--- src/sv/adsr_pkg.sv ---
// Shared types, constants and helpers for the ADSR envelope shaper.
package adsr_pkg;

   localparam int SAMPLE_BITS        = 16;
   localparam int COUNT_BITS_DEFAULT = 24;
   localparam int LEVEL_BITS         = 16;
   localparam int ENV_SHIFT          = 8;
   localparam int ENV_BITS           = LEVEL_BITS + ENV_SHIFT;
   localparam int ENV_FRAC           = 23;
   localparam int LEVEL_W            = ENV_BITS + 1;
   localparam int QUEUE_DEPTH        = 2;
   localparam int CSR_ADDR_BITS      = 3;

   localparam logic [LEVEL_BITS-1:0] LEVEL_ONE           = 16'd32768;
   localparam logic [LEVEL_BITS-1:0] ATTACK_LEVEL_RESET  = 16'd32768;
   localparam logic [LEVEL_BITS-1:0] SUSTAIN_LEVEL_RESET = 16'd16384;

   typedef enum logic [CSR_ADDR_BITS-1:0] {
      CSR_ATTACK_COUNT  = 3'd0,
      CSR_DECAY_COUNT   = 3'd1,
      CSR_SUSTAIN_COUNT = 3'd2,
      CSR_RELEASE_COUNT = 3'd3,
      CSR_ATTACK_LEVEL  = 3'd4,
      CSR_SUSTAIN_LEVEL = 3'd5
   } csr_reg_type;

   typedef struct packed {
      logic signed [SAMPLE_BITS-1:0] sample_in;
      logic                          last_sample;
   } req_beat_type;

   typedef struct packed {
      logic signed [SAMPLE_BITS-1:0] sample_out;
      logic                          last_out;
   } rsp_beat_type;

   typedef struct packed {
      logic                start;
      logic [ENV_BITS-1:0] dividend;
   } div_cmd_type;

   // Q1.15 level clamped to 1.0 and widened to Q1.23
   function automatic logic [ENV_BITS-1:0] level_q23(input logic [LEVEL_BITS-1:0] lv);
      logic [LEVEL_BITS-1:0] c;
      c = (lv > LEVEL_ONE) ? LEVEL_ONE : lv;
      return {c, {ENV_SHIFT{1'b0}}};
   endfunction

endpackage

--- src/sv/adsr_req_queue.sv ---
// Input beat queue between the request port and the envelope engine.
module adsr_req_queue (
   input  logic                  clock,
   input  logic                  reset,
   input  logic                  push,
   output logic                  full,
   input  adsr_pkg::req_beat_type push_data,
   output logic                  head_valid,
   output adsr_pkg::req_beat_type head_data,
   input  logic                  head_pop
);
   import adsr_pkg::*;

   localparam int PTR_W = $clog2(QUEUE_DEPTH);
   localparam int CNT_W = $clog2(QUEUE_DEPTH + 1);

   req_beat_type         mem_ff [QUEUE_DEPTH];
   logic [PTR_W-1:0]     wr_ptr_ff;
   logic [PTR_W-1:0]     rd_ptr_ff;
   logic [CNT_W-1:0]     count_ff;
   logic                 do_push;
   logic                 do_pop;

   assign full       = (count_ff == CNT_W'(QUEUE_DEPTH));
   assign head_valid = (count_ff != '0);
   assign head_data  = mem_ff[rd_ptr_ff];
   assign do_push    = push && !full;
   assign do_pop     = head_pop && head_valid;

   always_ff @(posedge clock) begin
      if (do_push) begin
         mem_ff[wr_ptr_ff] <= push_data;
      end
   end

   always_ff @(posedge clock) begin
      if (reset) begin
         wr_ptr_ff <= '0;
         rd_ptr_ff <= '0;
         count_ff  <= '0;
      end else begin
         if (do_push) begin
            wr_ptr_ff <= wr_ptr_ff + 1'b1;
         end
         if (do_pop) begin
            rd_ptr_ff <= rd_ptr_ff + 1'b1;
         end
         case ({do_push, do_pop})
            2'b10:   count_ff <= count_ff + 1'b1;
            2'b01:   count_ff <= count_ff - 1'b1;
            default: count_ff <= count_ff;
         endcase
      end
   end

endmodule

--- src/sv/adsr_divider.sv ---
// Bit-serial restoring divider for per-phase envelope steps.
module adsr_divider #(
   parameter int COUNT_BITS = adsr_pkg::COUNT_BITS_DEFAULT
) (
   input  logic                          clock,
   input  logic                          reset,
   input  adsr_pkg::div_cmd_type         cmd,
   input  logic [COUNT_BITS-1:0]         divisor,
   output logic                          done,
   output logic [adsr_pkg::ENV_BITS-1:0] quotient
);
   import adsr_pkg::*;

   localparam int CNT_W = $clog2(ENV_BITS + 1);

   logic [COUNT_BITS-1:0] rem_ff;
   logic [ENV_BITS-1:0]   quo_ff;
   logic [COUNT_BITS-1:0] den_ff;
   logic [CNT_W-1:0]      cnt_ff;
   logic                  busy_ff;
   logic                  done_ff;
   logic [COUNT_BITS:0]   shifted;
   logic [COUNT_BITS:0]   diff;
   logic                  ge;

   assign shifted  = {rem_ff, quo_ff[ENV_BITS-1]};
   assign diff     = shifted - {1'b0, den_ff};
   assign ge       = (shifted >= {1'b0, den_ff});
   assign done     = done_ff;
   assign quotient = quo_ff;

   always_ff @(posedge clock) begin
      if (reset) begin
         busy_ff <= 1'b0;
         done_ff <= 1'b0;
         cnt_ff  <= '0;
      end else begin
         done_ff <= 1'b0;
         if (cmd.start) begin
            busy_ff <= 1'b1;
            rem_ff  <= '0;
            quo_ff  <= cmd.dividend;
            den_ff  <= divisor;
            cnt_ff  <= CNT_W'(ENV_BITS);
         end else if (busy_ff) begin
            rem_ff <= ge ? diff[COUNT_BITS-1:0] : shifted[COUNT_BITS-1:0];
            quo_ff <= {quo_ff[ENV_BITS-2:0], ge};
            cnt_ff <= cnt_ff - 1'b1;
            if (cnt_ff == CNT_W'(1)) begin
               busy_ff <= 1'b0;
               done_ff <= 1'b1;
            end
         end
      end
   end

endmodule

--- src/sv/adsr_engine.sv ---
// Envelope sequencer: phase starts, envelope update, multiply, round and saturate.
module adsr_engine #(
   parameter int COUNT_BITS = adsr_pkg::COUNT_BITS_DEFAULT
) (
   input  logic                            clock,
   input  logic                            reset,
   input  logic                            req_valid,
   input  adsr_pkg::req_beat_type          req_beat,
   output logic                            req_pop,
   output logic                            rsp_valid,
   output adsr_pkg::rsp_beat_type          rsp_beat,
   input  logic                            rsp_pop,
   input  logic [COUNT_BITS-1:0]           attack_count,
   input  logic [COUNT_BITS-1:0]           decay_count,
   input  logic [COUNT_BITS-1:0]           sustain_count,
   input  logic [COUNT_BITS-1:0]           release_count,
   input  logic [adsr_pkg::LEVEL_BITS-1:0] attack_level,
   input  logic [adsr_pkg::LEVEL_BITS-1:0] sustain_level
);
   import adsr_pkg::*;

   localparam int PROD_W = SAMPLE_BITS + LEVEL_W;
   localparam int Q_W    = PROD_W + 1 - ENV_FRAC;
   localparam logic [PROD_W:0] ROUND_HALF = (PROD_W + 1)'(1) << (ENV_FRAC - 1);
   localparam logic [SAMPLE_BITS-1:0] SAMPLE_MAX = {1'b0, {(SAMPLE_BITS-1){1'b1}}};
   localparam logic [SAMPLE_BITS-1:0] SAMPLE_MIN = {1'b1, {(SAMPLE_BITS-1){1'b0}}};

   typedef enum logic [2:0] {
      PH_ATTACK, PH_DECAY, PH_SUSTAIN, PH_RELEASE, PH_DONE
   } phase_type;

   typedef enum logic [1:0] {
      ST_CHECK, ST_DIV, ST_OUT
   } state_type;

   state_type                   state_ff;
   phase_type                   phase_ff;
   logic                        note_start_ff;
   logic [COUNT_BITS-1:0]       remaining_ff;
   logic signed [LEVEL_W-1:0]   level_ff;
   logic signed [LEVEL_W-1:0]   step_ff;
   logic                        step_neg_ff;
   logic signed [PROD_W-1:0]    prod_ff;
   logic                        last_ff;
   logic                        rsp_valid_ff;
   rsp_beat_type                rsp_beat_ff;

   logic [ENV_BITS-1:0]         a_q23;
   logic [ENV_BITS-1:0]         s_q23;
   logic                        need_start;
   phase_type                   next_ph;
   phase_type                   start_ph;
   logic [COUNT_BITS-1:0]       start_cnt;
   logic signed [LEVEL_W-1:0]   start_level;
   logic                        start_ramp;
   logic                        start_neg;
   logic                        div_start;
   logic [ENV_BITS-1:0]         div_dividend;
   div_cmd_type                 div_cmd;
   logic                        div_done;
   logic [ENV_BITS-1:0]         div_quo;
   logic signed [LEVEL_W-1:0]   quo_s;
   logic signed [LEVEL_W-1:0]   env;
   logic signed [LEVEL_W-1:0]   level_in;
   logic signed [PROD_W-1:0]    prod_in;
   logic [PROD_W:0]             rounded;
   logic [Q_W-1:0]              q_val;
   logic [Q_W-SAMPLE_BITS:0]    q_high;
   logic [SAMPLE_BITS-1:0]      sat_val;

   assign a_q23      = level_q23(attack_level);
   assign s_q23      = level_q23(sustain_level);
   assign need_start = note_start_ff || (phase_ff != PH_DONE && remaining_ff == '0);
   assign start_ph   = note_start_ff ? PH_ATTACK : next_ph;

   always_comb begin
      unique case (phase_ff)
         PH_ATTACK:  next_ph = PH_DECAY;
         PH_DECAY:   next_ph = PH_SUSTAIN;
         PH_SUSTAIN: next_ph = PH_RELEASE;
         default:    next_ph = PH_DONE;
      endcase
   end

   always_comb begin
      start_cnt    = '0;
      start_level  = '0;
      start_ramp   = 1'b0;
      start_neg    = 1'b0;
      div_dividend = '0;
      unique case (start_ph)
         PH_ATTACK: begin
            start_cnt    = attack_count;
            start_ramp   = 1'b1;
            div_dividend = a_q23;
         end
         PH_DECAY: begin
            start_cnt    = decay_count;
            start_level  = $signed({1'b0, a_q23});
            start_ramp   = 1'b1;
            start_neg    = (s_q23 > a_q23);
            div_dividend = start_neg ? (s_q23 - a_q23) : (a_q23 - s_q23);
         end
         PH_SUSTAIN: begin
            start_cnt   = sustain_count;
            start_level = $signed({1'b0, s_q23});
         end
         PH_RELEASE: begin
            start_cnt    = release_count;
            start_level  = $signed({1'b0, s_q23});
            start_ramp   = 1'b1;
            div_dividend = s_q23;
         end
         default: begin
            start_cnt = '0;
         end
      endcase
   end

   assign div_start = (state_ff == ST_CHECK) && req_valid && need_start &&
                      start_ramp && (start_cnt != '0);
   assign div_cmd   = {div_start, div_dividend};

   adsr_divider #(
      .COUNT_BITS (COUNT_BITS)
   ) u_divider (
      .clock    (clock),
      .reset    (reset),
      .cmd      (div_cmd),
      .divisor  (start_cnt),
      .done     (div_done),
      .quotient (div_quo)
   );

   assign quo_s = $signed({1'b0, div_quo});

   always_comb begin
      unique case (phase_ff)
         PH_ATTACK: begin
            env      = level_ff;
            level_in = level_ff + step_ff;
         end
         PH_DECAY: begin
            env      = level_ff;
            level_in = level_ff - step_ff;
         end
         PH_SUSTAIN: begin
            env      = level_ff;
            level_in = level_ff;
         end
         PH_RELEASE: begin
            env      = level_ff - step_ff;
            level_in = level_ff - step_ff;
         end
         default: begin
            env      = '0;
            level_in = level_ff;
         end
      endcase
   end

   assign prod_in = req_beat.sample_in * env;

   // round half up in Q1.23, then clip to the sample range
   assign rounded = {prod_ff[PROD_W-1], prod_ff} + ROUND_HALF;
   assign q_val   = rounded[PROD_W:ENV_FRAC];
   assign q_high  = q_val[Q_W-1:SAMPLE_BITS-1];
   assign sat_val = (&q_high || ~|q_high) ? q_val[SAMPLE_BITS-1:0] :
                    (q_val[Q_W-1] ? SAMPLE_MIN : SAMPLE_MAX);

   assign req_pop   = (state_ff == ST_CHECK) && req_valid && !need_start;
   assign rsp_valid = rsp_valid_ff;
   assign rsp_beat  = rsp_beat_ff;

   always_ff @(posedge clock) begin
      if (reset) begin
         state_ff      <= ST_CHECK;
         phase_ff      <= PH_ATTACK;
         note_start_ff <= 1'b1;
         remaining_ff  <= '0;
         level_ff      <= '0;
         step_ff       <= '0;
         step_neg_ff   <= 1'b0;
         rsp_valid_ff  <= 1'b0;
      end else begin
         if (rsp_pop && rsp_valid_ff && state_ff != ST_OUT) begin
            rsp_valid_ff <= 1'b0;
         end
         unique case (state_ff)
            ST_CHECK: begin
               if (req_valid) begin
                  if (need_start) begin
                     note_start_ff <= 1'b0;
                     phase_ff      <= start_ph;
                     remaining_ff  <= start_cnt;
                     level_ff      <= start_level;
                     step_ff       <= '0;
                     step_neg_ff   <= start_neg;
                     if (div_start) begin
                        state_ff <= ST_DIV;
                     end
                  end else begin
                     prod_ff <= prod_in;
                     last_ff <= req_beat.last_sample;
                     if (req_beat.last_sample) begin
                        note_start_ff <= 1'b1;
                        phase_ff      <= PH_ATTACK;
                        remaining_ff  <= '0;
                        level_ff      <= '0;
                        step_ff       <= '0;
                     end else begin
                        level_ff <= level_in;
                        if (phase_ff != PH_DONE) begin
                           remaining_ff <= remaining_ff - 1'b1;
                        end
                     end
                     state_ff <= ST_OUT;
                  end
               end
            end
            ST_DIV: begin
               if (div_done) begin
                  step_ff  <= step_neg_ff ? -quo_s : quo_s;
                  state_ff <= ST_CHECK;
               end
            end
            ST_OUT: begin
               if (!rsp_valid_ff || rsp_pop) begin
                  rsp_valid_ff           <= 1'b1;
                  rsp_beat_ff.sample_out <= $signed(sat_val);
                  rsp_beat_ff.last_out   <= last_ff;
                  state_ff               <= ST_CHECK;
               end
            end
            default: begin
               state_ff <= ST_CHECK;
            end
         endcase
      end
   end

endmodule

--- src/sv/adsr_envelope_shaper.sv ---
// Top level of the ADSR envelope shaper: register file, input queue and engine.
//
// Each request beat carries one signed sample; the block returns that sample
// scaled by a linear attack/decay/sustain/release envelope (Q1.23), rounded and
// saturated. Within a phase each sample gets an envelope update and multiply,
// then round and hand-off to the response register, which waits while the last
// result is still unread. Each phase start first takes a setup step; attack,
// decay and release with a nonzero count also run the bit-serial step divider.
// A beat marked last closes the note and the next beat starts a fresh attack.
// Phase counts and levels are read as each phase starts, so write them while idle.
module adsr_envelope_shaper #(
   parameter int COUNT_BITS = adsr_pkg::COUNT_BITS_DEFAULT
) (
   input  logic                                   clock,
   input  logic                                   reset,
   input  logic                                   req_push,
   output logic                                   req_full,
   input  adsr_pkg::req_beat_type                 req_data,
   output logic                                   rsp_empty,
   input  logic                                   rsp_pop,
   output adsr_pkg::rsp_beat_type                 rsp_data,
   input  logic                                   csr_we,
   input  logic [adsr_pkg::CSR_ADDR_BITS-1:0]     csr_addr,
   input  logic [((COUNT_BITS > adsr_pkg::LEVEL_BITS) ?
                  COUNT_BITS : adsr_pkg::LEVEL_BITS)-1:0] csr_wdata
);
   import adsr_pkg::*;

   logic [COUNT_BITS-1:0] attack_count_ff;
   logic [COUNT_BITS-1:0] decay_count_ff;
   logic [COUNT_BITS-1:0] sustain_count_ff;
   logic [COUNT_BITS-1:0] release_count_ff;
   logic [LEVEL_BITS-1:0] attack_level_ff;
   logic [LEVEL_BITS-1:0] sustain_level_ff;

   logic                  head_valid;
   req_beat_type          head_data;
   logic                  head_pop;
   logic                  rsp_valid;

   always_ff @(posedge clock) begin
      if (reset) begin
         attack_count_ff  <= '0;
         decay_count_ff   <= '0;
         sustain_count_ff <= '0;
         release_count_ff <= '0;
         attack_level_ff  <= ATTACK_LEVEL_RESET;
         sustain_level_ff <= SUSTAIN_LEVEL_RESET;
      end else if (csr_we) begin
         unique case (csr_addr)
            CSR_ATTACK_COUNT:  attack_count_ff  <= csr_wdata[COUNT_BITS-1:0];
            CSR_DECAY_COUNT:   decay_count_ff   <= csr_wdata[COUNT_BITS-1:0];
            CSR_SUSTAIN_COUNT: sustain_count_ff <= csr_wdata[COUNT_BITS-1:0];
            CSR_RELEASE_COUNT: release_count_ff <= csr_wdata[COUNT_BITS-1:0];
            CSR_ATTACK_LEVEL:  attack_level_ff  <= csr_wdata[LEVEL_BITS-1:0];
            CSR_SUSTAIN_LEVEL: sustain_level_ff <= csr_wdata[LEVEL_BITS-1:0];
            default: begin
            end
         endcase
      end
   end

   adsr_req_queue u_req_queue (
      .clock      (clock),
      .reset      (reset),
      .push       (req_push),
      .full       (req_full),
      .push_data  (req_data),
      .head_valid (head_valid),
      .head_data  (head_data),
      .head_pop   (head_pop)
   );

   adsr_engine #(
      .COUNT_BITS (COUNT_BITS)
   ) u_engine (
      .clock         (clock),
      .reset         (reset),
      .req_valid     (head_valid),
      .req_beat      (head_data),
      .req_pop       (head_pop),
      .rsp_valid     (rsp_valid),
      .rsp_beat      (rsp_data),
      .rsp_pop       (rsp_pop),
      .attack_count  (attack_count_ff),
      .decay_count   (decay_count_ff),
      .sustain_count (sustain_count_ff),
      .release_count (release_count_ff),
      .attack_level  (attack_level_ff),
      .sustain_level (sustain_level_ff)
   );

   assign rsp_empty = !rsp_valid;

endmodule

--- config.mk ---
export PLATFORM = sky130hd
export DESIGN_NAME = adsr_envelope_shaper
export DESIGN_NICKNAME = d
export VERILOG_FILES = /design/src/sv/adsr_pkg.sv /design/src/sv/adsr_req_queue.sv /design/src/sv/adsr_divider.sv /design/src/sv/adsr_engine.sv /design/src/sv/adsr_envelope_shaper.sv
export SDC_FILE = /design/constraint.sdc
export NUM_CORES = 2
export LEC_CHECK = 0
export BUFFER_PORTS_ARGS = -buffer_cell sky130_fd_sc_hd__buf_2
export CAP_MARGIN = 10
export CORE_ASPECT_RATIO = 1.25
export CORE_MARGIN = 2
export CORE_UTILIZATION = 24
export DETAILED_ROUTE_END_ITERATION = 8
export SLEW_MARGIN = 5
export SYNTH_ARGS = -nofsm -noshare
export SYNTH_HDL_FRONTEND = slang
export SYNTH_HIERARCHICAL = 1
export SYNTH_SLANG_ARGS = --single-unit
--- constraint.sdc ---
create_clock -name clock -period 16.94 [get_ports clock]
set_input_delay 0 -clock clock [delete_from_list [all_inputs] [get_ports clock]]
set_output_delay 0 -clock clock [all_outputs]
set_load 0.02 [all_outputs]
==> results summary <==
The site row count is 160. Of the post-synthesis cell area, the part taken by muxes is 5.22%. The instance area after placement is 39,100 µm². The DRC violation count after routing came out at 0. The maximum cell stage delay along the critical path is 790 ps. The number of hold-slack violations in the final timing report came out at 0. After synthesis the netlist holds a flip-flop and latch count of 365.

The DRC marker count from the first detailed-route iteration came out at 1,671. The cell that appears most often on the critical path is sky130_fd_sc_hd__fa_1. In this run, post-CTS repair resized a total of 0 instances.

The number of global-route vias before repair came to 28,945. The share of total power in combinational logic is 59.8%. TritonCTS built the clock tree. Across the whole layout, storage elements account for between 8000 and 9000 µm². The worst pin sits at a relative slew slack of between 10% and 20%. The cell at the root of the clock tree is sky130_fd_sc_hd__clkbuf_16. The kind of start point of the critical path is a flip-flop.

Among all flip-flop cells after synthesis, the most frequent one is sky130_fd_sc_hd__dfxtp_1. The worst setup path is of the flip-flop to flip-flop kind. The total of warnings raised by yosys is 6. For this run, global-route usage on met3 was measured as 1.66%.

The setup clock skew after layout came out at 19.8 ps. The tightest min-delay check is of the primary input to flip-flop type. STA puts the critical path data arrival time at 10,090 ps.

The final global-route overflow total is 0. In this run, post-CTS hold repair placed between 40 and 50 buffers. The number of inserted diodes came out at 0. The number of search-and-repair iterations in the first detailed-routing pass came out at 6. The cell-internal power came out at 3.01 mW. The count of max-cap constraint violations came out at 0. Counting along the longest clock path gives a buffer depth of 3.

The largest fanout of any net on the critical path is 21. The synthesized-area fraction occupied by ao, oa, aoi and oai cells came out at between 10 and 15%. The required time of the critical path is ~17,000 ps. The effective utilization at floorplan is about a quarter. By area, the combinational part of the netlist is dominated by adder cells.

The number of nets at the end of the flow is between 4,000 and 5,000. The layout has around 16,000 filler cells. The wire length after detailed routing came out at 98,100 µm. Of the total synthesized cell area, the portion taken by AND, OR, NAND and NOR gates is 17.9%. The switching fraction of total power came out at roughly 45%. By area the synthesized netlist is led by sky130_fd_sc_hd__fa_1 (22%), sky130_fd_sc_hd__dfxtp_1 (12%), sky130_fd_sc_hd__edfxtp_1 (12%). The H-tree level count came out at 2. The signed area change from the synthesized netlist to the final layout came out at 12.6%. The slowest stage of the critical path belongs to the cell sky130_fd_sc_hd__fa_1.

The pin count of the biggest net entering global routing came out at roughly 100. The number of clock sinks seen by CTS came out at 365. The die is 353 µm wide. The finished cells cover 41,100 µm². The clock-pin transition on the worst setup and hold timing paths is 60 ps.

The worst hold slack is approximately 87 ps. The post-synthesis instance total is ~4,100. Detailed routing inserted a total of 28,431 vias. The xor-xnor portion of the synthesized cell area came out at 3.55%. The proportion of netlist area held by the largest area contributor came out at 21.6%. The post-route antenna net violation count came out at 0. The congestion estimate from routability-driven global placement came to 0.884. The worst-margin pin slew came out at approximately 1200 ps. The average detailed-routed wire length per instance is 16.0 µm. The global router's overall resource usage came out at 12.5%.

The share of synthesized flip-flops with an asynchronous set or reset came out at 0%. The die is 440 µm tall. The number of unique standard cell types used by synthesis came out at 105. The via density per instance is between 4 and 5.

The flow ran to the end, and the final reports show no timing, DRC or antenna violations. In this run the static leakage power is around 18 nW. For this run, global-route usage on met1 was measured as 16.1%. The count of flip-flops with a built-in enable after synthesis is around 140. In this run the power density over the cells is 133 nW/µm². In this run the most used layer during global routing was met2. The top cell type by total area after synthesis is sky130_fd_sc_hd__fa_1. The worst setup path is captured at a flip-flop. The post-CTS setup buffer count is 0. A synthesized cell averages approximately 9.0 µm². The accumulated negative setup slack is 0 ps. The number of antenna violations at the first check in global routing came out at 4.

The detailed-placement wirelength estimate is roughly 73,000 µm. The final critical path time including I/O delays and setup is 9750 ps. Input and output buffers added on the ports amount to 67. The combined area of all synthesized cells is 36,500 µm². The total core area is 152,000 µm². The worst path uses a little under three fifths of the clock period. The later-pin clock latency in the skew report is 620 ps. TritonCTS created 45 clock buffers. The area of the die came out at 155,000 µm². The global routing usage on met2 is 21.5%. Setup violations remaining at the end of the flow were counted as 0. Setup repair after global routing left no endpoint under its margin. Timing would allow up to ~0.10 GHz. The boundary pin count is ~70. The fraction of the mapped netlist area in adder cells is 28.6%.

Summing the sequential cell areas from Yosys gives 23.9% of the chip area. The first-pass GRT wire length came out at 158,000 µm. The worst ir drop on vdd came out at 0.158 mV.

The number of slew-limit violations in the final report is 0. In the final layout, the share of cells above drive strength 1 is 7.87%. For this design the total switching power over the nets is 2.45 mW. The portion of total power attributed to sequential cells came out at 21.3%. The area used by multi-input combinational logic came out at 24,800 µm². Of the total power, the clock network draws 18.8%.
metrics by stage:
| step | cells | power (mW) | worst slack [ps] | util [%] |
|---|---|---|---|---|
| floorplan | 4063 | 3.63 | 8160 | - |
| global placement | 6010 | 4.39 | 7290 | 25.8 |
| detailed placement | 6010 | 4.44 | 7210 | 25.8 |
| CTS | 6141 | 5.51 | 7160 | 27.1 |
| global route | 6141 | 6.00 | 6620 | 27.1 |
| finish | 6141 | 5.46 | 7190 | 27.1 |
placed cells by master, fill, tap and decap left out, drive strengths merged, types with 16 or more instances in the layout:
master         n
fa           393
a21oi        196
o21ai        187
xor2          39
a21o          44
dlygate4sd3   47
nand2b       177
nand3         66
mux2i        141
and2         192
nor3          76
buf          136
a22oi         62
nand2        387
a211oi        25
nor2         202
edfxtp       143
nor2b         34
or3           19
and3          16
mux2          44
xnor2        109
dfxtp        222
nor4          22
a31oi         16
clkbuf        57
inv          581
nand4         17
ha           205
worst max-delay path: cells and delay by family (launching register included):
kind,cells,cell delay [ps]
fa+ha+maj,9,4330
compound gates,13,2920
simple gates,3,910
buf+inv,5,490
flops,1,380
mux,1,250
xor+xnor,2,200
logic make-up after synthesis:
| family | count (synthesis) |
|---|---|
| buf+inv | 788 |
| mux | 185 |
| fa+ha+maj | 598 |
| other cells | 1 |
| xor+xnor | 148 |
| compound gates | 696 |
| simple gates | 1275 |
| flops | 365 |
sequential cells by signal, indices dropped and copies added, names as in the netlist, 17 cells and up, named ones only:
| signal | flops |
|---|---|
| u_engine/u_divider/den_ff | 24 |
| attack_count_ff | 24 |
| u_engine/prod_ff | 19 |
| u_engine/remaining_ff | 24 |
| u_engine/u_divider/quotient | 24 |
| decay_count_ff | 24 |
| u_req_queue/mem_ff | 34 |
| release_count_ff | 24 |
| u_engine/u_divider/rem_ff | 24 |
| u_engine/rsp_beat | 17 |
| sustain_count_ff | 24 |
| u_engine/step_ff | 25 |
| u_engine/level_ff | 25 |
power by group through the flow:
stage	combinational, mW	sequential, mW	clock, mW
final	3.27	1.16	1.03
after global routing	3.74	1.18	1.09
after CTS	3.29	1.16	1.06
after detailed placement	3.26	1.18	0
after global placement	3.21	1.18	0
after floorplan	2.47	1.17	0
cells in the mapped netlist, types with 141 or more instances:
cell,count
sky130_fd_sc_hd__a21oi_1,191
sky130_fd_sc_hd__and2_1,190
sky130_fd_sc_hd__clkbuf_1,154
sky130_fd_sc_hd__dfxtp_1,222
sky130_fd_sc_hd__edfxtp_1,143
sky130_fd_sc_hd__fa_1,393
sky130_fd_sc_hd__ha_1,205
sky130_fd_sc_hd__inv_1,572
sky130_fd_sc_hd__mux2i_1,141
sky130_fd_sc_hd__nand2_1,387
sky130_fd_sc_hd__nand2b_1,176
sky130_fd_sc_hd__nor2_1,201
sky130_fd_sc_hd__o21ai_0,170
area by class of cell:
type | instances | share of cell area [%]
Tap cell | 2025 | 6.16
Multi-Input combinational cell | 2910 | 60.3
Clock buffer | 57 | 3.02
Timing Repair Buffer | 183 | 3.24
Sequential cell | 365 | 21.3
Clock inverter | 27 | 0.825
Inverter | 574 | 5.24
routing by layer:
layer | vias to the layer above | share of wire (%)
li1 | 13414 | -
met1 | 14152 | 44
met2 | 702 | 48
met3 | 163 | 4.9
met4 | 0 | 3.0
met5 | - | 0
worst paths after layout:
check                                          start                    to  slack, ps  cells past startpoint
worst min register to register      u_engine/last_ff  u_engine/rsp_beat[0]        430                      0
worst max register to register  u_engine/level_ff[0]  u_engine/prod_ff[40]       7190                     33
worst max-delay path            u_engine/level_ff[0]  u_engine/prod_ff[40]       7190                     33
worst min-delay path                          csr_we    attack_count_ff[1]         90                      4
Note: power is estimated with default switching activity, not from simulation.
